[src/rtl/cled_pkg.sv]
// ----------------------------------------------------------------------------
// cled_pkg
// Types, character codes and helpers for the character literal escape decoder.
// ----------------------------------------------------------------------------
`timescale 1ns / 1ps

package cled_pkg;

    localparam int CHAR_W  = 21;
    localparam int VALUE_W = 32;
    localparam int COUNT_W = 4;

    typedef logic [CHAR_W-1:0]  t_char;
    typedef logic [VALUE_W-1:0] t_value;

    typedef struct packed {
        logic [CHAR_W-1:0] char_code;
        logic              byte_mode;
        logic              last;
    } t_in;

    typedef struct packed {
        logic [VALUE_W-1:0] value;
        logic               valid_res;
    } t_out;

    typedef enum logic [2:0] {
        PH_NORMAL  = 3'd0,
        PH_ESCAPED = 3'd1,
        PH_XDIGITS = 3'd2,
        PH_UOPEN   = 3'd3,
        PH_UDIGITS = 3'd4
    } t_phase;

    typedef struct packed {
        t_phase             phase;
        logic               have_value;
        logic [VALUE_W-1:0] held_value;
        logic               still_ok;
        logic               stopped;
        logic [VALUE_W-1:0] hex_acc;
        logic [COUNT_W-1:0] hex_cnt;
    } t_state;

    localparam t_state STATE_RESET = '{
        phase:      PH_NORMAL,
        have_value: 1'b0,
        held_value: '0,
        still_ok:   1'b1,
        stopped:    1'b0,
        hex_acc:    '0,
        hex_cnt:    '0
    };

    localparam logic [COUNT_W-1:0] CNT_MAX = '1;
    localparam logic [COUNT_W-1:0] X_DIGITS = COUNT_W'(2);

    // Character codes.
    localparam t_char CH_QUOTE  = t_char'(8'h27);
    localparam t_char CH_BSLASH = t_char'(8'h5C);
    localparam t_char CH_LBRACE = t_char'(8'h7B);
    localparam t_char CH_RBRACE = t_char'(8'h7D);
    localparam t_char CH_N      = t_char'(8'h6E);
    localparam t_char CH_ZERO   = t_char'(8'h30);
    localparam t_char CH_NINE   = t_char'(8'h39);
    localparam t_char CH_T      = t_char'(8'h74);
    localparam t_char CH_R      = t_char'(8'h72);
    localparam t_char CH_V      = t_char'(8'h76);
    localparam t_char CH_B      = t_char'(8'h62);
    localparam t_char CH_A      = t_char'(8'h61);
    localparam t_char CH_F      = t_char'(8'h66);
    localparam t_char CH_X      = t_char'(8'h78);
    localparam t_char CH_U      = t_char'(8'h75);
    localparam t_char CH_UP_A   = t_char'(8'h41);
    localparam t_char CH_UP_F   = t_char'(8'h46);

    // Values produced by the simple escapes.
    localparam t_value ESC_NL  = t_value'(10);
    localparam t_value ESC_NUL = t_value'(0);
    localparam t_value ESC_TAB = t_value'(9);
    localparam t_value ESC_CR  = t_value'(13);
    localparam t_value ESC_VT  = t_value'(11);
    localparam t_value ESC_BS  = t_value'(8);
    localparam t_value ESC_BEL = t_value'(7);
    localparam t_value ESC_FF  = t_value'(12);
    localparam t_value ESC_BSL = t_value'(92);

    localparam t_value BYTE_MASK = t_value'(8'hFF);

    // Strict hex digit: bit 4 flags a legal digit, bits 3:0 carry its value.
    function automatic logic [4:0] hex_digit(input t_char c);
        logic [4:0] r;
        r = 5'b0;
        if (c >= CH_ZERO && c <= CH_NINE) begin
            r = {1'b1, 4'(c - CH_ZERO)};
        end else if (c >= CH_A && c <= CH_F) begin
            r = {1'b1, 4'(c - CH_A + t_char'(10))};
        end else if (c >= CH_UP_A && c <= CH_UP_F) begin
            r = {1'b1, 4'(c - CH_UP_A + t_char'(10))};
        end
        return r;
    endfunction

endpackage

[src/rtl/cled_step.sv]
// ----------------------------------------------------------------------------
// cled_step
// Next-state and result logic for one character of a literal.
// ----------------------------------------------------------------------------
`timescale 1ns / 1ps

module cled_step
    import cled_pkg::*;
(
    input  t_state i_state,
    input  t_in    i_item,
    output t_state o_state,
    output t_out   o_result
);

    always_comb begin
        t_state     s;
        t_char      c;
        t_value     c32;
        logic [4:0] hd;
        t_value     acc_sh;
        t_value     v;
        logic       ok;

        s   = i_state;
        c   = i_item.byte_mode ? t_char'(i_item.char_code[7:0]) : i_item.char_code;
        c32 = t_value'(c);
        hd  = hex_digit(c);
        acc_sh = {i_state.hex_acc[VALUE_W-5:0], hd[3:0]};

        if (!i_state.stopped) begin
            if (i_state.have_value && !i_item.last) begin
                s.still_ok = 1'b0;
                s.stopped  = 1'b1;
            end else begin
                unique case (i_state.phase)
                    PH_NORMAL: begin
                        if (c == CH_BSLASH) begin
                            s.phase = PH_ESCAPED;
                        end else if (c != CH_QUOTE) begin
                            s.held_value = c32;
                            s.have_value = 1'b1;
                        end
                    end
                    PH_ESCAPED: begin
                        s.have_value = 1'b1;
                        s.phase      = PH_NORMAL;
                        unique case (c)
                            CH_N:      s.held_value = ESC_NL;
                            CH_ZERO:   s.held_value = ESC_NUL;
                            CH_T:      s.held_value = ESC_TAB;
                            CH_R:      s.held_value = ESC_CR;
                            CH_V:      s.held_value = ESC_VT;
                            CH_B:      s.held_value = ESC_BS;
                            CH_A:      s.held_value = ESC_BEL;
                            CH_F:      s.held_value = ESC_FF;
                            CH_BSLASH: s.held_value = ESC_BSL;
                            CH_X: begin
                                s.have_value = i_state.have_value;
                                s.hex_acc    = '0;
                                s.hex_cnt    = '0;
                                s.phase      = PH_XDIGITS;
                            end
                            CH_U: begin
                                if (i_item.byte_mode) begin
                                    s.held_value = c32;
                                end else begin
                                    s.have_value = i_state.have_value;
                                    s.phase      = PH_UOPEN;
                                end
                            end
                            default:   s.held_value = c32;
                        endcase
                    end
                    PH_XDIGITS: begin
                        if (!hd[4]) begin
                            s.still_ok = 1'b0;
                            s.stopped  = 1'b1;
                        end else begin
                            s.hex_acc = acc_sh;
                            s.hex_cnt = i_state.hex_cnt + 1'b1;
                            if (s.hex_cnt >= X_DIGITS) begin
                                s.held_value = acc_sh & BYTE_MASK;
                                s.have_value = 1'b1;
                                s.phase      = PH_NORMAL;
                            end
                        end
                    end
                    PH_UOPEN: begin
                        if (c == CH_LBRACE) begin
                            s.hex_acc = '0;
                            s.hex_cnt = '0;
                            s.phase   = PH_UDIGITS;
                        end else begin
                            s.still_ok = 1'b0;
                            s.stopped  = 1'b1;
                        end
                    end
                    PH_UDIGITS: begin
                        if (c == CH_RBRACE) begin
                            if (i_state.hex_cnt == '0) begin
                                s.still_ok = 1'b0;
                                s.stopped  = 1'b1;
                            end else begin
                                s.held_value = i_state.hex_acc;
                                s.have_value = 1'b1;
                                s.phase      = PH_NORMAL;
                            end
                        end else if (!hd[4] || i_state.hex_acc[VALUE_W-1:VALUE_W-4] != 4'b0)
                        begin
                            // A further nibble would push set bits out of the top.
                            s.still_ok = 1'b0;
                            s.stopped  = 1'b1;
                        end else begin
                            s.hex_acc = acc_sh;
                            if (i_state.hex_cnt != CNT_MAX) begin
                                s.hex_cnt = i_state.hex_cnt + 1'b1;
                            end
                        end
                    end
                    default: begin
                        s.still_ok = 1'b0;
                        s.stopped  = 1'b1;
                    end
                endcase
            end
        end

        // An unfinished hex escape leaves the literal invalid.
        ok = s.still_ok && s.have_value &&
             (s.phase == PH_NORMAL || s.phase == PH_ESCAPED);
        v  = ok ? s.held_value : '0;
        if (i_item.byte_mode) begin
            v = v & BYTE_MASK;
        end
        o_result.value     = v;
        o_result.valid_res = ok;

        o_state = i_item.last ? STATE_RESET : s;
    end

endmodule

[src/rtl/char_literal_escape_decoder_unit.sv]
// ----------------------------------------------------------------------------
// char_literal_escape_decoder_unit
// Decodes a quoted character literal delivered one character per beat.
// ----------------------------------------------------------------------------
// The block takes one character beat every clock cycle and sustains that rate
// for as long as results are taken. Each beat is captured in an input register
// and decoded from there by a combinational update of the literal state; a beat
// marked last leaves its result in the output register, from which the result
// is offered. The decode loop through the literal state register sets the rate.
// A result waiting in the output register stalls only a further last beat;
// other characters keep flowing.
`timescale 1ns / 1ps

module char_literal_escape_decoder_unit
    import cled_pkg::*;
(
    input  logic i_clk,
    input  logic i_rst_n,
    input  logic i_in_valid,
    output logic o_in_ready,
    input  t_in  i_in_data,
    output logic o_out_valid,
    input  logic i_out_ready,
    output t_out o_out_data
);

    logic   r_in_valid;
    t_in    r_in;
    t_state r_state;
    t_state n_state;
    logic   r_out_valid;
    t_out   r_out;
    t_out   n_out;

    logic out_free;
    logic advance;

    assign out_free   = !r_out_valid || i_out_ready;
    assign advance    = r_in_valid && (!r_in.last || out_free);
    assign o_in_ready = !r_in_valid || advance;

    cled_step u_step (
        .i_state  (r_state),
        .i_item   (r_in),
        .o_state  (n_state),
        .o_result (n_out)
    );

    always_ff @(posedge i_clk) begin
        if (!i_rst_n) begin
            r_in_valid <= 1'b0;
        end else if (o_in_ready) begin
            r_in_valid <= i_in_valid;
        end
    end

    always_ff @(posedge i_clk) begin
        if (o_in_ready && i_in_valid) begin
            r_in <= i_in_data;
        end
    end

    always_ff @(posedge i_clk) begin
        if (!i_rst_n) begin
            r_state <= STATE_RESET;
        end else if (advance) begin
            r_state <= n_state;
        end
    end

    always_ff @(posedge i_clk) begin
        if (!i_rst_n) begin
            r_out_valid <= 1'b0;
        end else if (advance && r_in.last) begin
            r_out_valid <= 1'b1;
        end else if (i_out_ready) begin
            r_out_valid <= 1'b0;
        end
    end

    always_ff @(posedge i_clk) begin
        if (advance && r_in.last) begin
            r_out <= n_out;
        end
    end

    assign o_out_valid = r_out_valid;
    assign o_out_data  = r_out;

endmodule

[config.mk]
export PLATFORM = sky130hd
export DESIGN_NAME = char_literal_escape_decoder_unit
export DESIGN_NICKNAME = d
export VERILOG_FILES = /design/src/rtl/cled_pkg.sv /design/src/rtl/cled_step.sv /design/src/rtl/char_literal_escape_decoder_unit.sv
export SDC_FILE = /design/constraint.sdc
export NUM_CORES = 1
export LEC_CHECK = 0
export ABC_AREA = 1
export BUFFER_PORTS_ARGS = -buffer_cell sky130_fd_sc_hd__buf_2
export CORE_MARGIN = 4
export CORE_UTILIZATION = 25
export CTS_BUF_LIST = sky130_fd_sc_hd__clkbuf_16
export DETAILED_ROUTE_END_ITERATION = 10
export PLACE_DENSITY = 0.47
export SYNTH_ARGS = -nofsm -noshare
export SYNTH_HDL_FRONTEND = slang
export SYNTH_HIERARCHICAL = 1
export SYNTH_SLANG_ARGS = --single-unit
[constraint.sdc]
create_clock -name i_clk -period 3.3 [get_ports i_clk]
set_input_delay 0.66 -clock i_clk [delete_from_list [all_inputs] [get_ports i_clk]]
set_output_delay 0.66 -clock i_clk [all_outputs]
set_load 0.01 [all_outputs]
==> metrics.log <==
[metrics] fraction of post-synthesis cell area in the top cell type by area: 17.56%
[metrics] critical path class: flop to flop
[metrics] crit path cell chain: inv_1 > nand2_1 > nor2_1 > nand2_1 > nor2_1 > nand3_1 > buf_4 > nand2_2 > inv_2 > nor2_2 > nor2_1 > nand2_1 > nand2_1 > nand2_1 > nor2_2 > nand2_4 > buf_12 > nor2_4
[metrics] count of mapped cells out of synthesis: approximately 1500
[metrics] Hold WS: ~400 ps
[metrics] longest individual stage delay on the worst path: 470 ps
[metrics] initial antenna violation count: 4
[metrics] mux contribution to synthesized area: 0%
[metrics] summed negative setup slack over all endpoints: 0 ps
[metrics] clock buffer depth: 2
[metrics] Post-Route Utilization: 29.68%
[metrics] Mapped Avg Cell Area: approximately 6.5 µm²
[metrics] Worst Hold Class: input pin to flop
[metrics] Net count, final: 1569
[metrics] number of global-route vias before repair: between 8000 and 9000
[metrics] largest net degree at the start of global routing: around 120
[metrics] post-synthesis sequential area ratio: about 33%
[metrics] worst setup slack after placement: between 20 and 30 ps
[metrics] number of warnings reported in the yosys synthesis log: 6
[metrics] number of buffers added by the clock tree synthesis step: 17
[metrics] placement-stage cell area: approximately 0.011 mm²
[metrics] Area growth, synth to finish: 17.01%
[metrics] Post-Route WL: 31270 µm
[metrics] total DRC errors in the routed layout: 0
[metrics] Fillers: 4201
[metrics] clock edge transition at the registers on the reported setup and hold paths: around 60 ps
[metrics] fraction of the mapped netlist area in compound gates: between 15 and 20%
[metrics] Fmax achieved: about 340 MHz
[metrics] global-route wire length before repair: 49900 µm
[metrics] main combinational cell family by area after synthesis: simple AND/OR/NAND/NOR gates
[metrics] Synth area leader: sky130_fd_sc_hd__edfxtp_1
[metrics] detailed-route via count: 9420
[metrics] number of distinct library cells after synthesis: 43
[metrics] fin. max-slew vios: 0
[metrics] core area: 0.03776 mm²
[metrics] WP data required: 3480 ps
[metrics] global-route total usage across every layer: 15.01%
[metrics] die area: between 0.04 and 0.05 mm²
[metrics] final setup fails: 0
[metrics] number of search-and-repair iterations in the first detailed-routing pass: 5
[metrics] Site Rows: 71
[metrics] number of hold-slack violations in the final timing report: 0
[metrics] #FFs+latches synth: 132
[metrics] violation count after the first detailed-route iteration: roughly 660
[metrics] fin cells: roughly 2100
[metrics] number of cells after detailed placement: 2020
[metrics] number of nets in the synthesized netlist: 1513
[metrics] clock tree from TritonCTS: built
[metrics] sequential cell area in the final layout: around 0.0032 mm²
[metrics] RSZ-0062 raised after global routing: no
[metrics] count of nets left with antenna violations after detail routing: 0
[metrics] final instance area: 0.01120 mm²
[metrics] Final HPWL DP: 22340 µm
[metrics] setup slack after layout: approximately 350 ps
[metrics] transition time of the tightest slew-check pin: roughly 1000 ps
[metrics] latest clock arrival within the worst-skew pair: about 430 ps
[metrics] vertical die dimension: just over 200 µm
[metrics] Max-slew headroom: 33.20%
[metrics] CTS Root Buffer Type: sky130_fd_sc_hd__clkbuf_16
[metrics] fin crit share: roughly nine tenths
[metrics] simple-gate portion of the synthesized area: around 37%
[metrics] Routability Congestion: around 0.89
[metrics] type of destination of the critical path: flop
[metrics] maximum ir drop on the vdd rail: 0.0002803 V
[metrics] cell with the most instances on the worst path: sky130_fd_sc_hd__nand2_1
[metrics] share of post-route cells with drive strength above 1: between 10% and 20%
[metrics] routed wirelength normalized by instance count: ~15 µm
[metrics] multi-input gate area in the final layout: ~0.0051 mm²
[metrics] remaining global-route overflow: 0
[metrics] post-synthesis cell area: 0.009575 mm²
[metrics] power per unit of standard cell area: roughly 440 mW/mm²
[metrics] die extent in x: 203.7 µm
[metrics] Worst Clk Skew: roughly 13 ps
[metrics] post-synthesis share of cell area spent on xor and xnor gates: less than 1%
[metrics] cell types with the largest area share after synthesis: sky130_fd_sc_hd__edfxtp_1 18%, sky130_fd_sc_hd__dfxtp_1 16%, sky130_fd_sc_hd__nand2_1 14%
[metrics] Initial Util: 25.36%
[metrics] detailed-route vias per instance: ~4.6
[metrics] maximum fanout count along the critical path: 15
[metrics] outcome: finished clean
[metrics] IO Count: between 60 and 70
[metrics] post-layout total power: about 5 mW
[metrics] standby leakage power: 4.975 nW
[metrics] Slowest-stage cell, CP: sky130_fd_sc_hd__edfxtp_1
[metrics] Adder-Cell Fraction of Synth Area: less than 1%
[metrics] maximum level of the CTS H-tree: 4
[metrics] number of buffer cells added on primary ports: 61
[metrics] Crit path arrival time: between 3000 and 4000 ps
[metrics] Sinks on Clock Net: approximately 130
[metrics] clock period minus worst slack: between 2000 and 3000 ps
[metrics] type of element launching the critical path: flop
[metrics] # Max-Cap Violations: 0
-- area by class of cell --
class / instances / share of cell area, %
sequential: 132 / 28.62
inverter: 213 / 7.225
antenna: 2 / 0.04467
timing repair buffer: 121 / 7.415
clock buffer: 18 / 4.020
multi-input combinational: 1050 / 45.74
tap: 511 / 5.706
clock inverter: 14 / 1.228
-- Yosys cell counts --
library cell and n:
sky130_fd_sc_hd__nor3_1 5, sky130_fd_sc_hd__nand2_4 4, sky130_fd_sc_hd__nor4_1 1, sky130_fd_sc_hd__clkbuf_1 32, sky130_fd_sc_hd__a21oi_2 2, sky130_fd_sc_hd__nand3_2 9, sky130_fd_sc_hd__nand3b_4 1, sky130_fd_sc_hd__a21boi_0 1
sky130_fd_sc_hd__nand3_1 151, sky130_fd_sc_hd__o21ai_1 6, sky130_fd_sc_hd__nand2_1 369, sky130_fd_sc_hd__buf_6 9, sky130_fd_sc_hd__nand2_2 8, sky130_fd_sc_hd__buf_4 8, sky130_fd_sc_hd__a21boi_4 1, sky130_fd_sc_hd__inv_2 7
sky130_fd_sc_hd__inv_1 206, sky130_fd_sc_hd__a21oi_1 180, sky130_fd_sc_hd__buf_8 2, sky130_fd_sc_hd__and2_1 1, sky130_fd_sc_hd__dfxtp_1 76, sky130_fd_sc_hd__a41oi_1 1, sky130_fd_sc_hd__or2_2 1, sky130_fd_sc_hd__nor3_4 2
sky130_fd_sc_hd__ha_1 7, sky130_fd_sc_hd__xor2_1 2, sky130_fd_sc_hd__a31oi_1 6, sky130_fd_sc_hd__nor2_1 167, sky130_fd_sc_hd__nand4_1 13, sky130_fd_sc_hd__o21ai_0 49, sky130_fd_sc_hd__a211oi_1 1, sky130_fd_sc_hd__o21bai_1 2
sky130_fd_sc_hd__nor2_2 7, sky130_fd_sc_hd__o2bb2ai_1 1, sky130_fd_sc_hd__o22ai_1 2, sky130_fd_sc_hd__buf_1 5, sky130_fd_sc_hd__a221oi_1 1, sky130_fd_sc_hd__o21ai_2 5, sky130_fd_sc_hd__edfxtp_1 56, sky130_fd_sc_hd__nand3_4 1
sky130_fd_sc_hd__o211ai_1 11, sky130_fd_sc_hd__nor2_4 32, sky130_fd_sc_hd__buf_2 28
-- repair_timing --
| item | 4_1_cts | 5_1_grt |
|---|---|---|
| buffers inserted | 0 | 7 |
| endpoints found under the hold margin | 0 | 0 |
| resized for setup | 0 | 7 |
| setup endpoints to repair | 0 | 93 |
| hold buffers | 0 | 0 |
-- cell usage in the layout, fill, tap and decap left out, types with 18 or more instances in the layout --
cell type	count
sky130_fd_sc_hd__a21oi_1	180
sky130_fd_sc_hd__buf_2	61
sky130_fd_sc_hd__buf_4	54
sky130_fd_sc_hd__clkbuf_16	18
sky130_fd_sc_hd__dfxtp_1	75
sky130_fd_sc_hd__edfxtp_1	56
sky130_fd_sc_hd__inv_1	205
sky130_fd_sc_hd__nand2_1	369
sky130_fd_sc_hd__nand3_1	151
sky130_fd_sc_hd__nor2_1	166
sky130_fd_sc_hd__nor2_4	33
sky130_fd_sc_hd__o21ai_0	49
-- kinds of logic (layout without fill, tap and decap cells) --
kind of cell,count (synthesis),after routing
fa+ha+maj,7,7
buf+inv,297,366
compound gates,269,269
other cells,0,2
flops,132,132
simple gates,772,772
xor+xnor,2,2
-- registers in the layout (all words and copies together), names as in the netlist --
signal,flops
r_in,23
o_out_data,33
o_out_valid,1
r_in_valid,1
r_state,74
-- path summary, 6_finish.rpt --
path / start / to / slack [ps] / cells after the start
worst max register to register: r_in[9] / o_out_data[13] / 350 / 18
worst max-delay path: r_in[9] / o_out_data[13] / 350 / 18
worst min register to register: r_state[65] / r_state[65] / 480 / 2
worst min-delay path: i_in_data[9] / r_in[9] / 400 / 1
-- metal layers --
metal	track usage [%]	up-vias	part of all wire, %	wire [µm]
met5	0	-	0.090	28
met4	3.252	6	0.96	299
met3	2.910	23	4.6	1427
met2	23.28	167	44	13900
met1	21.71	4371	50	15610
li1	-	4853	-	-
-- where the power goes --
part | switching [mW] | leakage [nW] | internal [mW]
logic | 0.756 | 3.49 | 0.394
registers | 0.0954 | 1.19 | 1.79
clock network | 0.825 | 0.294 | 1.10
total | 1.68 | 4.97 | 3.29
-- worst max-delay path: cells and delay by family (launching register included) --
| family | cells | cell delay [ps] |
|---|---|---|
| simple gates | 14 | 1540 |
| buf+inv | 4 | 680 |
| flops | 1 | 470 |
Power figures use the tool's default switching activity.
